===== config.mk =====
export PLATFORM = sky130hd
export DESIGN_NAME = fpa_result_q
export DESIGN_NICKNAME = d
export VERILOG_FILES = /design/src/rtl/fpa_pkg.sv /design/src/rtl/fpa_result_q.sv
export SDC_FILE = /design/constraint.sdc
export NUM_CORES = 1
export LEC_CHECK = 0
export ABC_AREA = 1
export BUFFER_PORTS_ARGS = -buffer_cell sky130_fd_sc_hd__buf_2
export CORE_ASPECT_RATIO = 0.9
export CORE_UTILIZATION = 45
export DETAILED_ROUTE_END_ITERATION = 8
export PLACE_DENSITY = 0.73
export SETUP_SLACK_MARGIN = 0.15
export SLEW_MARGIN = 15
export SYNTH_ARGS = -nofsm -noshare
export SYNTH_HDL_FRONTEND = slang
export SYNTH_SLANG_ARGS = --single-unit

===== constraint.sdc =====
create_clock -name clk -period 1.35 [get_ports clk]
set_input_delay 0.27 -clock clk [delete_from_list [all_inputs] [get_ports clk]]
set_output_delay 0.27 -clock clk [all_outputs]
set_load 0.03 [all_outputs]

===== src/rtl/fpa_pkg.sv =====
// shared types and constants of the free-list page allocator
// no dependencies; used by fpa_result_q and free_list_page_allocator_top
package fpa_pkg;

	localparam int PAGE_W        = 10;
	localparam int PAGE_N        = 1 << PAGE_W;
	localparam int MAX_PAGES_DEF = 1024;

	typedef enum logic [0:0] {
		FUNC_ALLOC = 1'b0,
		FUNC_FREE  = 1'b1
	} fpa_func_t;

	typedef enum logic [1:0] {
		ST_OK       = 2'd0,
		ST_BAD_PAGE = 2'd1,
		ST_FULL     = 2'd2
	} fpa_status_t;

	typedef enum logic [0:0] {
		S_IDLE = 1'b0,
		S_LINK = 1'b1
	} fpa_state_t;

	typedef struct packed {
		fpa_status_t       status;
		logic [PAGE_W-1:0] given_page;
	} fpa_result_t;

endpackage


===== src/rtl/fpa_result_q.sv =====
// two-entry result queue between the allocator core and the output stream
// depends on fpa_pkg for the result type
module fpa_result_q
	import fpa_pkg::*;
(
	input  logic        clk,
	input  logic        arst_n,
	input  logic        push,
	input  fpa_result_t push_data,
	output logic        full,
	output logic        pop_valid,
	input  logic        pop_ready,
	output fpa_result_t pop_data
);

	fpa_result_t slot_q [2];
	logic        wr_ptr_q;
	logic        rd_ptr_q;
	logic [1:0]  count_q;
	logic        pop;

	assign pop       = pop_valid && pop_ready;
	assign pop_valid = (count_q != 2'd0);
	assign full      = (count_q == 2'd2);
	assign pop_data  = slot_q[rd_ptr_q];

	always_ff @(posedge clk or negedge arst_n) begin
		if (!arst_n) begin
			wr_ptr_q <= 1'b0;
			rd_ptr_q <= 1'b0;
			count_q  <= 2'd0;
		end else begin
			if (push) wr_ptr_q <= ~wr_ptr_q;
			if (pop)  rd_ptr_q <= ~rd_ptr_q;
			case ({push, pop})
				2'b10:   count_q <= count_q + 2'd1;
				2'b01:   count_q <= count_q - 2'd1;
				default: count_q <= count_q;
			endcase
		end
	end

	always_ff @(posedge clk) begin
		if (push) slot_q[wr_ptr_q] <= push_data;
	end

endmodule

* Word level (Yosys, flattened, before mapping) *
Memories as Yosys holds them, arrays and structs flattened.
Cells that the tools add are included.

word-level totals
  flip-flop bits (word level) = 4
  RAM bits = 24
  output and inout bits = 14
  logic and storage cells = 17
  memories kept = 1

operators by class
  $add $sub $neg = 2
  equality and inequality tests = 3
  muxes and demuxes = 3
  bitwise gates (word level) = 2
  reduce and logical (&&, ||, !) cells = 3

memory list
  memory  depth  bits a word  rd ports  clocked after Yosys merged registers in  write ports  RTL line            text
  slot_q  2      12           1         0                                        1            fpa_result_q.sv:16  fpa_result_t slot_q [2];

operators with widths
  kind                                                 count
  equality test 2 bit, second input constant           2
  case mux 2 bit (2 select lines)                      1
  nonzero test 2 bit                                   2
  adder 2 x 1 -> 2 bit, second input constant          1
  equality test 2 x 1 -> 1 bit, second input constant  1
  2-to-1 mux 1 bit                                     2
  inverter 1 bit                                       2
  subtractor 2 x 1 -> 2 bit, second input constant     1
  logical AND 1 bit                                    1

* Depth between registers and ports, before layout *
Gate-level depths: netlist of the first run.

  depth after elaboration = 4
  gate-level depth with buffers = 10
  gate-level depth less buffers = 10

* Worst setup path before layout of the first run *
No wires, ideal clock.

  path kind = register -> register
  from = reg count_q[0]
  to = reg count_q[1]
  arrival time = 1266 ps
  data required time = 1233 ps
  slack = -33 ps
  cell stages (with the launch flop) = 10
  buffers on the path = 0
  period minus slack after synthesis = 1383 ps
  cells stage by stage = dfrtp_1 -> inv_1 -> nand2_2 -> nand2_1 -> inv_1 -> ha_1 -> inv_1 -> nand3_1 -> nand2_1 -> nand2_1

between the ends
  word-level cells in the longest chain between the ends = 4
  elaborated cells on any way between the ends = 8

RTL lines
  item                                                                          RTL line            text
  start, declared                                                               fpa_result_q.sv:19  logic [1:0] count_q;
  start signal, assigned                                                        fpa_result_q.sv:36  2'b10: count_q <= count_q + 2'd1;
  start signal, assigned                                                        fpa_result_q.sv:37  2'b01: count_q <= count_q - 2'd1;
  start signal, assigned                                                        fpa_result_q.sv:38  default: count_q <= count_q;
  nonzero test 2 bit *                                                          fpa_result_q.sv:23  assign pop_valid = (count_q != 2'd0);
  net pop_valid                                                                 fpa_result_q.sv:11  output logic pop_valid,
  logical AND 1 bit *                                                           fpa_result_q.sv:22  assign pop = pop_valid && pop_ready;
  net pop                                                                       fpa_result_q.sv:20  logic pop;
  equality test 2 x 1 -> 1 bit / equality test 2 bit (equally long branches)    fpa_result_q.sv:35  case ({push, pop})
  case mux 2 bit (2 select lines) / nonzero test 2 bit (equally long branches)  n/a

Mark *: on every way through the listed nets, which the timed path passes. The rest lies on a longest branch.
A chain may end at the register's enable or synchronous reset.

==> out/results.ini, run 1 <==
[global_route]
grt_max_degree=16
overflow=0
track_usage=0.181
grt_pass1_wl_um=3240
antenna_found_initial=0
grt_pass1_vias=777

[clock_tree]
clock_sinks=28
cts.clk_slew.worst_paths_ns=0.14
clock-root-buffer=clkbuf_4
cts.path.max_buffers=2
cts_max_level=1
cts_tree=built
insertion_delay_ns=0.32
cts_buffers=3

[placed_design]
portBuffers=29
hpwl_um=1340
place_ws_ns=0.0935
gp_congestion=0.692
dpl_cell_area_um2=1310
placed_cells=149

[power]
leakage_nw=0.683
power_switching_mw=1.47
totalPowerFinal_mw=3.55
p_comb_frac=0.543
clock_power_share=0.094
p_sw_frac=0.415
intPower_mw=2.08
p_seq_frac=0.363
power.density_nw_per_um2=2320
ir_drop_mv=1.36

[drt]
wl_per_cell_um=14.1
drt-total-wl_um=2230
vias_per_cell=4.94
drtAntennaViolNets=0
drt_iter0_markers=25
drc=0
dr.pass1.iters=4
vias=781

[timing]
fin_ws_ns=-0.151
slew_headroom=0.866
drv_slew=0
final-hold-violation-count=0
tightest_slew_ns=0.202
grt_setup_unrepaired=true
setup_viol=13
final.min_clock_period_ns=1.50
finClkSkew_ns=0.00976
fin_crit_sh=1.11
max_freq_ghz=0.666

[outcome]
status=finished, violations left
violations=negative setup slack

[floorplan]
die_w_um=54.0
start_util=0.488
die_h_um=48.8
rows=16
dieArea_um2=2630
coreArea_um2=2240
ios=30

[flow_run]
maxCapViolCount=0

[setup_path]
worstReg2RegStart=count_q[0]$_DFFE_PN0P_
path_max_fanout=7
cp.buffers_inverters=2
slowest_stage=dfrtp_2
critPathArrivalTime_ns=1.23
critPathRequiredTime_ns=1.08
critPathLaunchType=flop
max_stage_delay_ns=0.47
cp_cell_sequence=buf_6 -> nand2_1 -> nand2_2 -> buf_6
rr_endpoint=count_q[1]$_DFFE_PN0P_
crit_top_cell=buf_6
crit_path_end_kind=output port
r2r_setup_slack_ns=0.04
worst-setup-path-type=reg2out
crit_family=flip-flops
reg2reg_depth=8

[yosys]
synth_fp_nets=108
ys_ff_latch=28
syn-cell-area_um2=1090
synth_warnings=0
syn_inst=91
synth_cell_type_count=14
yosysSeqAreaShare=0.750
post_synth.cell_area_avg_um2=12.0

[hold_path]
min_to=slot_q[1][10]$_DFFE_PP_
holdCritPathClass=in2reg
min_path_cells=1
hold_start=push_data[10]

[final_layout]
nets=149
num_antenna_cells=0
drive_gt1_frac=0.496
final_cells=158
areaGrowthSynthToFinish_pct=39.5
fin_area_um2=1530

[worst register-to-register path, stage by stage, from the launching register on]
cell	delay, ns
dfrtp_1	0.46
inv_2	0.11
nand2_4	0.06
nand2_2	0.07
inv_2	0.04
ha_4	0.29
inv_4	0.04
nand4_1	0.08
nand2_1	0.06
[sequential cells by signal (all words and copies together), names as in the netlist]
register / count
count_q: 2
slot_q: 24
wr_ptr_q: 1
rd_ptr_q: 1
[synthesized netlist by cell type]
library cell / n / area share
inv_2: 1 / 0.0034
nand2_2: 1 / 0.0057
buf_4: 1 / 0.0069
nor2_1: 2 / 0.0069
edfxtp_1: 24 / 0.66
inv_1: 7 / 0.024
nand2_1: 44 / 0.15
ha_1: 1 / 0.011
xor2_1: 1 / 0.0080
dfrtp_1: 4 / 0.091
nand4_1: 1 / 0.0057
nand3_1: 2 / 0.0091
buf_6: 1 / 0.010
xnor2_1: 1 / 0.0080
[layout make-up]
cell class / instances / area [um^2]
clock buffers: 3 / 22.5
clock inverters: 1 / 3.75
fillers: 158 / 714
inverters: 8 / 37.5
multi-input cells: 53 / 298
flip-flops and latches: 28 / 822
well taps: 27 / 33.8
repair buffers: 38 / 310
[through the flow]
step / TNS [ns] / utilization / hold WS [ns]
CTS: -1.42 / 0.648 / 0.121
global route: -2.28 / 0.681 / 0.0977
detailed placement: 0 / 0.583 / 0.0830
finish: -1.31 / 0.681 / 0.122
global placement: 0 / 0.583 / 0.0828
floorplan: 0 / - / -0.0256
[power groups by stage]
stage | sequential, mW | clock [mW] | combinational, mW
CTS | 1.25 | 0.344 | 1.72
global placement | 1.26 | 0 | 1.32
floorplan | 1.26 | 0 | 0.979
detailed placement | 1.27 | 0 | 1.35
global route | 1.31 | 0.389 | 2.05
finish | 1.29 | 0.335 | 1.93
[what timing repair did]
item,in CTS,in global routing
setup endpoints to repair,15,15
endpoints found under the hold margin,4,0
pin swaps,1,2
resized for setup,32,23
hold buffers,1,0
cloned,0,1
setup buffers,2,1
[logic make-up after synthesis]
| logic type | count (synthesis) | synth area share |
|---|---|---|
| XOR/XNOR | 2 | 0.0160 |
| adder cells (fa/ha/maj) | 1 | 0.0114 |
| AND/OR/NAND/NOR | 50 | 0.178 |
| buffers and inverters | 10 | 0.0446 |
| flip-flops | 28 | 0.750 |
[how the worst max path moves through the flow]
stage                                  end  cells after the start                    from
detailed placement  count_q[1]$_DFFE_PN0P_                      9  count_q[0]$_DFFE_PN0P_
floorplan           count_q[1]$_DFFE_PN0P_                      9  count_q[0]$_DFFE_PN0P_
global route                   pop_data[9]                      4    rd_ptr_q$_DFFE_PN0P_
global placement    count_q[1]$_DFFE_PN0P_                      9  count_q[0]$_DFFE_PN0P_
CTS                            pop_data[3]                      4    rd_ptr_q$_DFFE_PN0P_
finish                         pop_data[7]                      4    rd_ptr_q$_DFFE_PN0P_
[placed cells by master (no fill, tap or decap)]
cell type,count
nand2_1,31
edfxtp_1,24
buf_6,16
buf_2,15
nand2_2,13
buf_4,6
inv_2,3
inv_1,3
clkbuf_4,3
dfrtp_1,3
clkinv_4,1
nand2_4,1
nor2_4,1
nor2_2,1
xnor2_2,1
xor2_1,1
nand3_1,1
inv_4,1
nand3_2,1
nand4_1,1
ha_4,1
clkinv_1,1
dlygate4sd3_1,1
dfrtp_2,1
[per-layer routing]
| metal | wire length [um] | vias up | GRT usage |
|---|---|---|---|
| li1 | - | 373 | - |
| met1 | 917 | 372 | 0.207 |
| met2 | 1180 | 32 | 0.317 |
| met3 | 96 | 4 | 0.0280 |
| met4 | 37 | 0 | 0.0897 |
| met5 | 0 | - | 0 |
(Power assumes the default switching activity.)
==> inputs of run 2 (changes only) <==
Settings changed: SKIP_LAST_GASP from default to 1.
==> out/results.ini, run 2 (synthesis results as in run 1) <==
[global_route]
grt_pass1_wl_um=3210
antenna_found_initial=0
met2_usage=0.317
track_usage=0.178
met1_usage=0.210
grtUsageMet3=0.0280
overflow=0
top_usage_layer=met2
grt_max_degree=16
grt_pass1_vias=761

[final_layout]
final_cells=160
layout_commonest_cell=edfxtp_1
reg_top3=slot_q: 24 flops, count_q: 2 flops
final_cell_mix=24 x edfxtp_1, 23 x nand2_1, 15 x nand2_2, 15 x buf_6, 15 x buf_2
num_antenna_cells=0
areaGrowthSynthToFinish_pct=45.5
regMostFlops=slot_q
nets=151
final.fill_count=156
drive_gt1_frac=0.556
largest_reg_flops=24

[clock_tree]
cts_tree=built
cts.clk_slew.worst_paths_ns=0.14
clock-root-buffer=clkbuf_4
clock_sinks=28
cts.path.max_buffers=2
cts_buffers=3
insertion_delay_ns=0.33
cts_max_level=1

[timing]
slew_headroom=0.868
final.min_clock_period_ns=1.54
tightest_slew_ns=0.198
fin_crit_sh=1.14
fin_ws_ns=-0.190
finClkSkew_ns=0.00247
max_freq_ghz=0.649
setup_viol=13
grt_setup_unrepaired=true
drv_slew=0
final-hold-violation-count=0

[floorplan]
coreArea_um2=2240
start_util=0.488
rows=16
die_w_um=54.0
dieArea_um2=2630
die_h_um=48.8
ios=30

[drt]
drt-total-wl_um=2380
drc=0
dr.pass1.iters=4
vias=800
vias_per_cell=5.00
wl_per_cell_um=14.8
drt_iter0_markers=16
drtAntennaViolNets=0

[outcome]
status=finished, violations left
violations=negative setup slack

[setup_path]
path_max_fanout=7
crit_path_end_kind=output port
critPathLaunchType=flop
critPathRequiredTime_ns=1.08
critPathArrivalTime_ns=1.27
worst-setup-path-type=reg2out

[power]
leakage_nw=0.723
totalPowerFinal_mw=3.74
ir_drop_mv=1.42
power.density_nw_per_um2=2350

[flow_run]
maxCapViolCount=0

[placed_design]
placed_cells=149
portBuffers=29
gp_congestion=0.692
hpwl_um=1340

[hold_path]
holdCritPathClass=in2reg

[run 2: changes by cell type in the layout (fill, tap and decap cells not counted)]
cell     before  now
nand2_1      31   23
xnor2_1       0    1
buf_4         6    7
buf_12        0    1
buf_6        16   15
xnor2_2       1    0
nand2_4       1    7
nand2_2      13   15
inv_4         1    2
[run 2: layer usage]
metal,wire (um),up-vias
li1,-,380
met3,94,5
met2,1260,27
met1,971,388
met5,0,-
met4,44,0
[run 2: report_power, final]
part | internal, mW | total, mW | switching, mW
logic | 0.869 | 2.06 | 1.19
registers | 1.17 | 1.32 | 0.151
clock network | 0.109 | 0.353 | 0.244
[run 2: stage by stage]
stage	hold WS (ns)	util	setup TNS [ns]	setup slack (ns)	instance area (um^2)
after CTS	0.121	0.628	-1.52	-0.144	1410
after floorplan	-0.0256	-	0	0.120	1120
after detailed placement	0.0830	0.583	0	0.0935	1310
final	0.112	0.710	-2.10	-0.190	1590
after global placement	0.0828	0.583	0	0.165	1310
after global routing	0.0916	0.710	-2.75	-0.236	1590
[run 2: worst paths after layout]
kind / from / end / slack (ns) / cells past startpoint
setup / recovery: rd_ptr_q$_DFFE_PN0P_ / pop_data[7] / -0.19 / 4
hold / removal: push_data[10] / slot_q[1][10]$_DFFE_PP_ / 0.11 / 1
setup reg to reg: count_q[0]$_DFFE_PN0P_ / count_q[1]$_DFFE_PN0P_ / 0.05 / 9
hold reg to reg: count_q[1]$_DFFE_PN0P_ / count_q[1]$_DFFE_PN0P_ / 0.53 / 2
max in group asynchronous: arst_n / rd_ptr_q$_DFFE_PN0P_ / 0.97 / 2
min in group asynchronous: arst_n / rd_ptr_q$_DFFE_PN0P_ / 0.25 / 2
[run 2: area by class of cell]
type                       count  area [um^2]  share of cell area
sequential                    28          822               0.516
multi-input combinational     53          340               0.214
timing repair buffer          39          327               0.205
inverter                       8         37.5              0.0236
tap                           27         33.8              0.0212
clock buffer                   3         22.5              0.0141
timing repair inverter         1         6.26             0.00393
clock inverter                 1         3.75             0.00236
[run 2: critical path, cell delays in order (launching register included)]
cell	delay, ns
dfrtp_2	0.51
buf_12	0.18
nand2_4	0.06
nand2_2	0.06
buf_6	0.13
[run 2: timing repair]
| item | in CTS | in global routing |
|---|---|---|
| resized for setup | 20 | 51 |
| cloned | 0 | 2 |
| hold buffers | 1 | 0 |
| endpoints found under the setup margin | 15 | 15 |
| pin swaps | 0 | 11 |
| hold endpoints to repair | 4 | 0 |
| setup buffers | 2 | 2 |
